==> src/rtl/mmwds_pkg.sv <==
// ----------------------------------------------------------------------------
// mmwds_pkg
// Shared types, codes and constants of the module watchdog supervisor.
// ----------------------------------------------------------------------------
package mmwds_pkg;

	localparam int MODULES      = 8;
	localparam int MOD_W        = 3;
	localparam int TIME_W       = 32;
	localparam int NUM_DEFAULTS = 6;
	localparam int DEF_W        = $clog2(NUM_DEFAULTS);
	localparam int IN_W         = 48;
	localparam int OUT_W        = 72;

	localparam logic [2:0] CMD_TICK     = 3'd0;
	localparam logic [2:0] CMD_HEART    = 3'd1;
	localparam logic [2:0] CMD_PROGRESS = 3'd2;
	localparam logic [2:0] CMD_BEGIN    = 3'd3;
	localparam logic [2:0] CMD_END      = 3'd4;
	localparam logic [2:0] CMD_MODE     = 3'd5;
	localparam logic [2:0] CMD_CHECK    = 3'd6;

	localparam logic [2:0] MODE_BOOT     = 3'd0;
	localparam logic [2:0] MODE_ACTIVE   = 3'd1;
	localparam logic [2:0] MODE_SLEEP    = 3'd2;
	localparam logic [2:0] MODE_LONG     = 3'd3;
	localparam logic [2:0] MODE_SHUTDOWN = 3'd4;

	localparam logic [2:0] REG_REQUIRED_MASK = 3'd0;
	localparam logic [2:0] REG_TIMEOUT_FIRST = 3'd1;

	localparam logic [7:0] REQUIRED_MASK_RESET = 8'd1;

	localparam logic [TIME_W-1:0] DEFAULT_RESET [NUM_DEFAULTS] = '{
		TIME_W'(10000), TIME_W'(20000), TIME_W'(180000),
		TIME_W'(20000), TIME_W'(10000), TIME_W'(60000)
	};

	typedef struct packed {
		logic [5:0]        pad;
		logic              hw_enabled;
		logic [2:0]        new_mode;
		logic [TIME_W-1:0] task_tmo;
		logic [MOD_W-1:0]  module_req;
		logic [2:0]        cmd;
	} in_item_t;

	typedef struct packed {
		logic [2:0]        mode_at_check;
		logic [TIME_W-1:0] failed_age;
		logic [TIME_W-1:0] failed_last;
		logic [MOD_W-1:0]  fail_idx;
		logic              failed;
		logic              pet;
	} out_item_t;

	typedef struct packed {
		logic [TIME_W-1:0] hb;
		logic [TIME_W-1:0] pr;
		logic [TIME_W-1:0] tt;
	} entry_t;

	typedef struct packed {
		logic              hit;
		logic [TIME_W-1:0] last;
		logic [TIME_W-1:0] age;
	} eval_t;

	typedef enum logic [3:0] {
		ST_IDLE = 4'b0001,
		ST_WR   = 4'b0010,
		ST_SCAN = 4'b0100,
		ST_EMIT = 4'b1000
	} state_t;

endpackage

==> src/rtl/mmwds_eval.sv <==
// ----------------------------------------------------------------------------
// mmwds_eval
// Judge one module entry during a check scan: selection, age and timeout.
// ----------------------------------------------------------------------------
module mmwds_eval
	import mmwds_pkg::*;
(
	input  logic              act,
	input  logic              req_bit,
	input  logic              task_bit,
	input  entry_t            ent,
	input  logic              ent_ok,
	input  logic [TIME_W-1:0] now,
	input  logic [TIME_W-1:0] dflt,
	output eval_t             res
);

	logic              sel;
	logic [TIME_W-1:0] last;
	logic [TIME_W-1:0] lim;
	logic [TIME_W-1:0] age;
	logic              never;

	always_comb begin
		sel   = act ? req_bit : task_bit;
		last  = ent_ok ? (act ? ent.hb : ent.pr) : '0;
		lim   = act ? dflt : (ent_ok ? ent.tt : '0);
		age   = now - last;
		never = (last == '0);
		res.hit  = sel && (never || (lim != '0 && age > lim));
		res.last = last;
		res.age  = never ? '0 : age;
	end

endmodule

==> src/rtl/multi_module_watchdog_supervisor_unit.sv <==
// Tick and set mode take effect on acceptance; heartbeat, progress, begin and end
// pass through a write state (read then write of the module entry memory). A check
// without a scan goes straight to the emit state; a scan reads one entry per cycle
// through the single memory port until the first failure or the last module, then emits.
// Throughput: one item at a time; a waiting result does not block non-check items.
// Reset clears time, mode, task flags, entry valid bits and control state; no clearing pass.
// ----------------------------------------------------------------------------
// multi_module_watchdog_supervisor_unit
// Heartbeat watchdog supervisor for eight modules with an entry memory.
// ----------------------------------------------------------------------------
module multi_module_watchdog_supervisor_unit
	import mmwds_pkg::*;
(
	input  logic              clk,
	input  logic              arst_n,
	input  logic              s_tvalid,
	output logic              s_tready,
	// cmd, module_req, task_tmo, new_mode, hw_enabled, zero fill
	input  logic [IN_W-1:0]   s_tdata,
	output logic              m_tvalid,
	input  logic              m_tready,
	// pet, failed, fail_idx, failed_last, failed_age, mode_at_check
	output logic [OUT_W-1:0]  m_tdata,
	input  logic              cfg_we,
	input  logic [2:0]        cfg_index,
	input  logic [TIME_W-1:0] cfg_wdata
);

	state_t             state_q;
	in_item_t           in_item;
	logic               accept;
	logic [7:0]         req_mask_q;
	logic [TIME_W-1:0]  dflt_q [NUM_DEFAULTS];
	logic [TIME_W-1:0]  now_q;
	logic [2:0]         mode_q;
	logic [MODULES-1:0] task_q;
	logic [MODULES-1:0] valid_q;
	logic [2:0]         cmd_q;
	logic [MOD_W-1:0]   mod_q;
	logic [TIME_W-1:0]  tmo_q;
	entry_t             mem [MODULES];
	entry_t             rd_s1;
	logic               rd_ok_s1;
	logic               vld_s1;
	logic [MOD_W-1:0]   idx_s1;
	logic [MOD_W-1:0]   scan_q;
	logic [MOD_W-1:0]   rd_addr;
	logic               mem_we;
	entry_t             wr_ent;
	logic [MOD_W-1:0]   def_idx;
	logic [TIME_W-1:0]  def_to;
	eval_t              ev;
	out_item_t          pend_q;
	out_item_t          out_q;
	logic               out_vld_q;
	logic               emit_go;
	logic               scan_end;
	logic               scan_mode;

	assign in_item   = in_item_t'(s_tdata);
	assign s_tready  = (state_q == ST_IDLE);
	assign accept    = s_tvalid && s_tready;
	assign m_tvalid  = out_vld_q;
	assign m_tdata   = out_q;
	assign emit_go   = (state_q == ST_EMIT) && (!out_vld_q || m_tready);
	assign scan_mode = (mode_q == MODE_ACTIVE) || (mode_q == MODE_LONG);
	assign rd_addr   = (state_q == ST_SCAN) ? scan_q : in_item.module_req;
	assign def_idx   = (state_q == ST_SCAN) ? idx_s1 : mod_q;
	assign scan_end  = vld_s1 && (ev.hit || idx_s1 == MOD_W'(MODULES - 1));

	always_comb begin
		if (def_idx < MOD_W'(NUM_DEFAULTS)) begin
			def_to = dflt_q[DEF_W'(def_idx)];
		end else begin
			def_to = '0;
		end
	end

	always_comb begin
		wr_ent = rd_ok_s1 ? rd_s1 : '0;
		mem_we = (state_q == ST_WR);
		case (cmd_q)
			CMD_HEART: begin
				wr_ent.hb = now_q;
			end
			CMD_PROGRESS: begin
				wr_ent.hb = now_q;
				wr_ent.pr = now_q;
			end
			CMD_BEGIN: begin
				wr_ent.hb = now_q;
				wr_ent.pr = now_q;
				wr_ent.tt = (tmo_q == '0) ? def_to : tmo_q;
			end
			CMD_END: begin
				wr_ent.tt = '0;
			end
			default: begin
				mem_we = 1'b0;
			end
		endcase
	end

	always_ff @(posedge clk) begin
		if (mem_we) begin
			mem[mod_q] <= wr_ent;
		end
		rd_s1 <= mem[rd_addr];
	end

	mmwds_eval u_eval (
		.act      (mode_q == MODE_ACTIVE),
		.req_bit  (req_mask_q[idx_s1]),
		.task_bit (task_q[idx_s1]),
		.ent      (rd_s1),
		.ent_ok   (rd_ok_s1),
		.now      (now_q),
		.dflt     (def_to),
		.res      (ev)
	);

	always_ff @(posedge clk or negedge arst_n) begin
		if (!arst_n) begin
			req_mask_q <= REQUIRED_MASK_RESET;
			dflt_q     <= DEFAULT_RESET;
		end else if (cfg_we) begin
			if (cfg_index == REG_REQUIRED_MASK) begin
				req_mask_q <= cfg_wdata[7:0];
			end else if (cfg_index <= 3'(NUM_DEFAULTS)) begin
				dflt_q[DEF_W'(cfg_index - REG_TIMEOUT_FIRST)] <= cfg_wdata;
			end
		end
	end

	always_ff @(posedge clk or negedge arst_n) begin
		if (!arst_n) begin
			state_q   <= ST_IDLE;
			now_q     <= '0;
			mode_q    <= MODE_BOOT;
			task_q    <= '0;
			valid_q   <= '0;
			rd_ok_s1  <= 1'b0;
			vld_s1    <= 1'b0;
			idx_s1    <= '0;
			scan_q    <= '0;
			out_vld_q <= 1'b0;
		end else begin
			rd_ok_s1 <= valid_q[rd_addr];
			vld_s1   <= (state_q == ST_SCAN) && !scan_end;
			if (emit_go) begin
				out_vld_q <= 1'b1;
			end else if (m_tready) begin
				out_vld_q <= 1'b0;
			end
			case (state_q)
				ST_IDLE: begin
					if (accept) begin
						case (in_item.cmd)
							CMD_TICK: begin
								now_q <= now_q + 1'b1;
							end
							CMD_HEART, CMD_PROGRESS, CMD_BEGIN, CMD_END: begin
								state_q <= ST_WR;
							end
							CMD_MODE: begin
								if (in_item.new_mode <= MODE_SHUTDOWN) begin
									mode_q <= in_item.new_mode;
								end
							end
							CMD_CHECK: begin
								if (in_item.hw_enabled && scan_mode) begin
									state_q <= ST_SCAN;
									scan_q  <= '0;
								end else begin
									state_q <= ST_EMIT;
								end
							end
							default: begin
							end
						endcase
					end
				end
				ST_WR: begin
					valid_q[mod_q] <= 1'b1;
					if (cmd_q == CMD_BEGIN) begin
						task_q[mod_q] <= 1'b1;
					end else if (cmd_q == CMD_END) begin
						task_q[mod_q] <= 1'b0;
					end
					state_q <= ST_IDLE;
				end
				ST_SCAN: begin
					if (scan_end) begin
						state_q <= ST_EMIT;
					end else begin
						scan_q <= scan_q + 1'b1;
						idx_s1 <= scan_q;
					end
				end
				ST_EMIT: begin
					if (emit_go) begin
						state_q <= ST_IDLE;
					end
				end
				default: begin
					state_q <= ST_IDLE;
				end
			endcase
		end
	end

	always_ff @(posedge clk) begin
		if (accept) begin
			cmd_q  <= in_item.cmd;
			mod_q  <= in_item.module_req;
			tmo_q  <= in_item.task_tmo;
			pend_q <= '{pet: in_item.hw_enabled, failed: 1'b0, fail_idx: '0,
				failed_last: '0, failed_age: '0, mode_at_check: mode_q};
		end else if (state_q == ST_SCAN && scan_end) begin
			pend_q <= '{pet: !ev.hit, failed: ev.hit,
				fail_idx: ev.hit ? idx_s1 : pend_q.fail_idx,
				failed_last: ev.hit ? ev.last : pend_q.failed_last,
				failed_age: ev.hit ? ev.age : pend_q.failed_age,
				mode_at_check: pend_q.mode_at_check};
		end
		if (emit_go) begin
			out_q <= pend_q;
		end
	end

endmodule

==> config.mk <==
export PLATFORM = sky130hd
export DESIGN_NAME = multi_module_watchdog_supervisor_unit
export DESIGN_NICKNAME = d
export VERILOG_FILES = /design/src/rtl/mmwds_pkg.sv /design/src/rtl/mmwds_eval.sv /design/src/rtl/multi_module_watchdog_supervisor_unit.sv
export SDC_FILE = /design/constraint.sdc
export NUM_CORES = 2
export LEC_CHECK = 0
export ABC_AREA = 1
export BUFFER_PORTS_ARGS = -buffer_cell sky130_fd_sc_hd__buf_2
export CAP_MARGIN = 0
export CORE_MARGIN = 2
export CORE_UTILIZATION = 30
export DETAILED_ROUTE_END_ITERATION = 16
export GPL_ROUTABILITY_DRIVEN = 0
export HOLD_SLACK_MARGIN = 0.06
export SLEW_MARGIN = 30
export SYNTH_ARGS = -nofsm -noshare
export SYNTH_HDL_FRONTEND = slang
export SYNTH_SLANG_ARGS = --single-unit
==> constraint.sdc <==
create_clock -name clk -period 7.45 [get_ports clk]
set_input_delay 0.3725 -clock clk [delete_from_list [all_inputs] [get_ports clk]]
set_output_delay 0.3725 -clock clk [all_outputs]
set_load 0.01 [all_outputs]
# --- After elaboration in Yosys (flattened, before gate mapping) ---
# Memory sizes are Yosys's and may differ from the RTL's. A register that Yosys moved wholly into a read port is not among the register bits.
# Cells that the tools add are included.
totals:
  regBits: 446
  output_inout_bits: 74
  n_memories: 1
  ram_bits: 768
  word_cells: 170
classes:
  muxes: 51
  n_lt_le_gt_ge: 11
  n_bitwise: 8
  add_sub_neg: 4
  eq_ne: 24
  reduce_logical: 39
mem_list:
  columns: ["memory", "words", "width", "rd", "rd_clocked_by_memory_dff", "write_ports", "line", "source"]
  rows:
  - ["mem", 8, 96, 1, 1, 1, "multi_module_watchdog_supervisor_unit.sv:41", "entry_t mem [MODULES];"]
ops:
  columns: ["operator", "n"]
  rows:
  - ["$mux W32", 14]
  - ["$bwmux W192", 1]
  - ["$bmux W32 S3", 1]
  - ["$demux W32 S3", 1]
  - ["$mux W96", 1]
  - ["$mux W72", 1]
  - ["$mux W69", 1]
  - ["$logic_not A32 Y1", 2]
  - ["$pmux W32 S2", 1]
  - ["$add A32 B1 Y32 const B", 1]
  - ["$gt A32 B32 Y1", 1]
  - ["$reduce_bool A32 Y1", 1]
  - ["$sub A32 B32 Y32", 1]
  - ["$mux W3", 7]
  - ["$mux W4", 4]
  - ["$mux W8", 2]
  - ["$or A8 B8 Y8", 2]
  - ["$eq A3 B2 Y1 const B", 5]
  - ["$eq A3 B3 Y1 const B", 5]
  - ["$lt A3 B4 Y1 const B", 3]
  - ["$pmux W4 S3", 1]
  - ["$logic_and A1 B1 Y1", 10]
  - ["$mux W1", 10]
  - ["$bmux W1 S3", 3]
  - ["other kinds (33)", 58]

# --- Longest topological paths before layout ---
logic_depth:
  word_depth: 17
  mapped_depth: 39
  mapped_depth_nobuf: 39

# --- By module ---
# Synthesis repeated with hierarchy kept, for this count alone.
unflattened:
  hier_cells: 5606
  hier_area_um2: 56989.7
by_module_without_submodules:
  columns: ["module", "n_inst", "area_each_um2", "cells_per_inst"]
  rows:
  - ["multi_module_watchdog_supervisor_unit", 1, 52312.7, 4672]
  - ["mmwds_eval", 1, 4677.0, 934]

# --- Worst setup path before layout ---
# OpenSTA, ideal clock, no wires.
synth_timing:
  path_type: "reg2reg"
  start: "register cmd_q[2]"
  end: "memory mem[6][0] (netlist name), enable pin"
  stages_incl_launch_ff: 4
  required_time_ps: 6898
  path_slack_ps: 1933
  period_less_slack_ps: 5517
  setup_ps: 552
  arrival_ps: 4965
  path_cell_list: "edfxtp_1 > nor2_1 > nor2_1 > nor2_1"
synth_via:
  elab_chain_len: 5
  elab_cells_between_ends: 8
synth_lines:
  columns: ["item", "line", "source"]
  rows:
  - ["start, declared", "multi_module_watchdog_supervisor_unit.sv:38", "logic [2:0] cmd_q;"]
  - ["start signal, assigned", "multi_module_watchdog_supervisor_unit.sv:214", "cmd_q <= in_item.cmd;"]
  - ["$eq A3 B2 Y1, or another cell as far along", "multi_module_watchdog_supervisor_unit.sv:82", "case (cmd_q)"]
  - ["$reduce_or A4 Y1 (no source line) *", null, null]
  - ["$mux W1 *", "multi_module_watchdog_supervisor_unit.sv:82", null]
  - ["$mux W1 *", "multi_module_watchdog_supervisor_unit.sv:105", "if (mem_we) begin"]
  - ["$mux W1 (implied by the code) *", "multi_module_watchdog_supervisor_unit.sv:106", "mem[mod_q] <= wr_ent;"]
  - ["end, declared", "multi_module_watchdog_supervisor_unit.sv:41", null]
# Every way passes the cells marked *; elsewhere a longest branch is shown, timed or not.

==> results.yml <==
clocking:
  cts_tree: "done"
  numCtsBuffers: 132
  h-tree-depth: 4
  root_buffer: "clkbuf_16"
  cts_sinks: 1310
  cts_buffer_depth: 3
  clk_pin_slew_ns: 0.06
  clk_latency_ns: 0.77
  postCtsSetupRepairBufs: 0
worst_hold_path:
  hold_path_class: "input port to asynchronous set/reset pin"
critical_path:
  worstSetupPathType: "flop to flop"
  endpoint_kind: "flop"
  ff2ff_setup_slack_ns: 0.84
  crit_slowest_cell: "a21boi_0"
  cpMostUsedCell: "nand2_1"
  cp.arrival_ns: 7.30
  required_ns: 8.14
  critical_path.max_stage_delay_ns: 0.42
  cp_max_fo: 37
  start_kind: "flop"
synthesis:
  synth_xor_xnor_area_share: 0.00989
  ys_seq_area_frac: 0.674
  yosysMostFrequentCell: "edfxtp_1"
  synth_fa_ha_area_frac: 0.0161
  synth-compound-area-share: 0.119
  netlist_top_cells_area: "edfxtp_1, dfrtp_1, o21ai_0, dfxtp_1, nand2_1"
  synth_top_family_by_area: "simple AND/OR/NAND/NOR gates"
  synth_top_cell_by_area: "edfxtp_1"
  netlist.area_leader.share: 0.490
  synth_cell_types: 56
  syn-num-nets: 4997
  syn-cell-area_um2: 54000
  synth.area.mux_share: 0.0200
  synth_edf_count: 882
  synth-simple-area-share: 0.127
  netlist_instances: 4840
  synthTopCellsByCount: "edfxtp_1, o21ai_0, nand2_1"
  synth_warnings: 0
  synthFlopType: "edfxtp_1"
  avgSynthCellArea_um2: 11.2
  synth_async_sr_flop_share: 0.202
  synth_seq_cells: 1310
sta:
  max_freq_ghz: 0.151
  fin_crit_sh: 0.888
  tns_ns: 0
  setup_viol: 0
  period_needed_ns: 6.61
  slew_violations: 0
  hold_viol: 0
  relSlewSlack: 0.292
  rsz0062_at_grt: "false"
  finalClockSkew_ns: 0.0302
  tightest_slew_ns: 1.05
grt:
  grt_pass1_wl_um: 232000
  grt_use_total: 0.165
  grt_pass1_vias: 36900
  globalRouteOverflowTotal: 0
  antenna_found_initial: 4
  grt_max_degree: 164
die:
  die_area_um2: 183000
  row_count: 155
  ioPinCount: 162
  core_area_um2: 179000
  die_x_um: 428
  die_y_um: 428
  initial_core_util: 0.302
pwr:
  share_seq_of_total_power: 0.428
  p_int_mw: 14.4
  p_per_area_nw_per_um2: 350
  pwr-share-comb: 0.275
  power_switching_mw: 7.47
  max-vdd-ir-drop_v: 0.000207
  p_leak_nw: 23.0
  switching_share: 0.342
  p_clk_frac: 0.296
route:
  drc: 0
  drt-initial-drc-count: 3849
  ant_nets: 0
  first_pass_iters: 6
  dr_total_vias: 37700
  met1_length_um: 63800
  route.met3.wl_um: 8850
  top_layer: "met5"
  routed_wl_um: 154000
  wl_met2_um: 74400
  detail_route.wl_per_cell_um: 20.7
  avgViaCountPerCell: 5.04
placement:
  hpwlAfterDp_um: 90600
  placement.io_buffers: 155
  placed_area_um2: 57400
finish:
  fin_nets: 5156
  utilization: 0.350
  design_area_um2: 62500
  area_growth_pct: 15.6
  drive_gt1_frac: 0.121
job:
  maxCapViolations: 0
outcome:
  status: "finished, final reports clean"
==> routing by layer <==
metal / track usage / up-vias
met1: 0.210 / 18600
met5: 0 / -
met3: 0.0225 / 319
met2: 0.274 / 1322
li1: - / 17400
met4: 0.0821 / 2
==> flip-flops by register name (all words and copies together) (netlist names), named ones only <==
signal and count:
mem 768, pend_q 72, valid_q 8, m_tdata 72
state_q 4, tmo_q 32, scan_q 3, rd_ok_s1 1
m_tvalid 1, dflt_q 192, req_mask_q 8, cmd_q 3
mod_q 3, mode_q 3, idx_s1 3, now_q 32
vld_s1 1, rd_s1 96
==> metrics by stage <==
step,cells,hold slack [ns],worst slack (ns),power [mW]
floorplan,4840,0.0769,1.93,13.1
global placement,7136,0.407,1.15,15.2
detailed placement,7137,0.412,1.03,15.4
CTS,7459,0.268,0.954,21.9
global route,7464,0.197,0.387,22.9
finish,7465,0.157,0.835,21.9
==> power by group through the flow <==
stage,Combinational (mW),Clock [mW],Sequential (mW)
finish,6.02,6.48,9.36
CTS,5.96,6.59,9.36
global placement,5.75,0,9.48
floorplan,3.77,0,9.32
detailed placement,5.88,0,9.49
global route,6.59,6.86,9.43
==> worst paths after layout <==
kind,to,start,cells after the start
max in group asynchronous,rd_ok_s1$_DFF_PN0_,arst_n,3
min,dflt_q[25]$_DFFE_PN0P_,arst_n,2
min in group clk,tmo_q[13]$_DFFE_PP_,s_tdata[19],2
max,pend_q[56]$_SDFFE_PP0P_,mode_q[2]$_DFFE_PN0P_,36
max reg2reg,pend_q[56]$_SDFFE_PP0P_,mode_q[2]$_DFFE_PN0P_,36
min reg2reg,m_tdata[69]$_DFFE_PP_,pend_q[69]$_DFFE_PP_,0
==> cell usage in the layout (no fill, tap or decap), drive strengths merged, types with 30 or more instances in the layout <==
master and count:
mux2 96, dfxtp 164, dlygate4sd3 81, o22ai 201, nand2 699, nand4 30, ha 68, nand3 229
dfrtp 226, xor2 43, nor2 577, or2 64, dfstp 38, clkinv 47, edfxtp 882, clkbuf 175
o21ai 830, a21oi 146, inv 178, buf 226
==> final cells by class <==
cell class                      instances  area [um2]
Fill cell                           17500      116000
Timing Repair Buffer                  307        2320
Multi-Input combinational cell       3080       15900
Tap cell                             2355        2950
Inverter                              168         652
Antenna cell                            4        10.0
Clock buffer                          175        3610
Sequential cell                      1310       36400
Clock inverter                         66         561
==> worst max-delay path: cells and delay by family (launching register included) <==
kind | cells | cell delay [ns]
AO/OA/AOI/OAI | 9 | 1.94
adder cells (fa/ha/maj) | 3 | 0.89
buffers and inverters | 7 | 1.16
flip-flops | 1 | 0.41
AND/OR/NAND/NOR | 17 | 2.14
==> kinds of logic after synthesis <==
group	count (synthesis)
multiplexers	96
flip-flops	1310
adder cells (fa/ha/maj)	69
buffers and inverters	450
AND/OR/NAND/NOR	1638
AO/OA/AOI/OAI	1216
XOR/XNOR	61
==> repair_timing <==
item / 4_1_cts / 5_1_grt
resized for setup: 0 / 0
hold buffers: 81 / 0
hold endpoints to repair: 344 / 0
No activity file was read; power rests on OpenSTA's default activity.
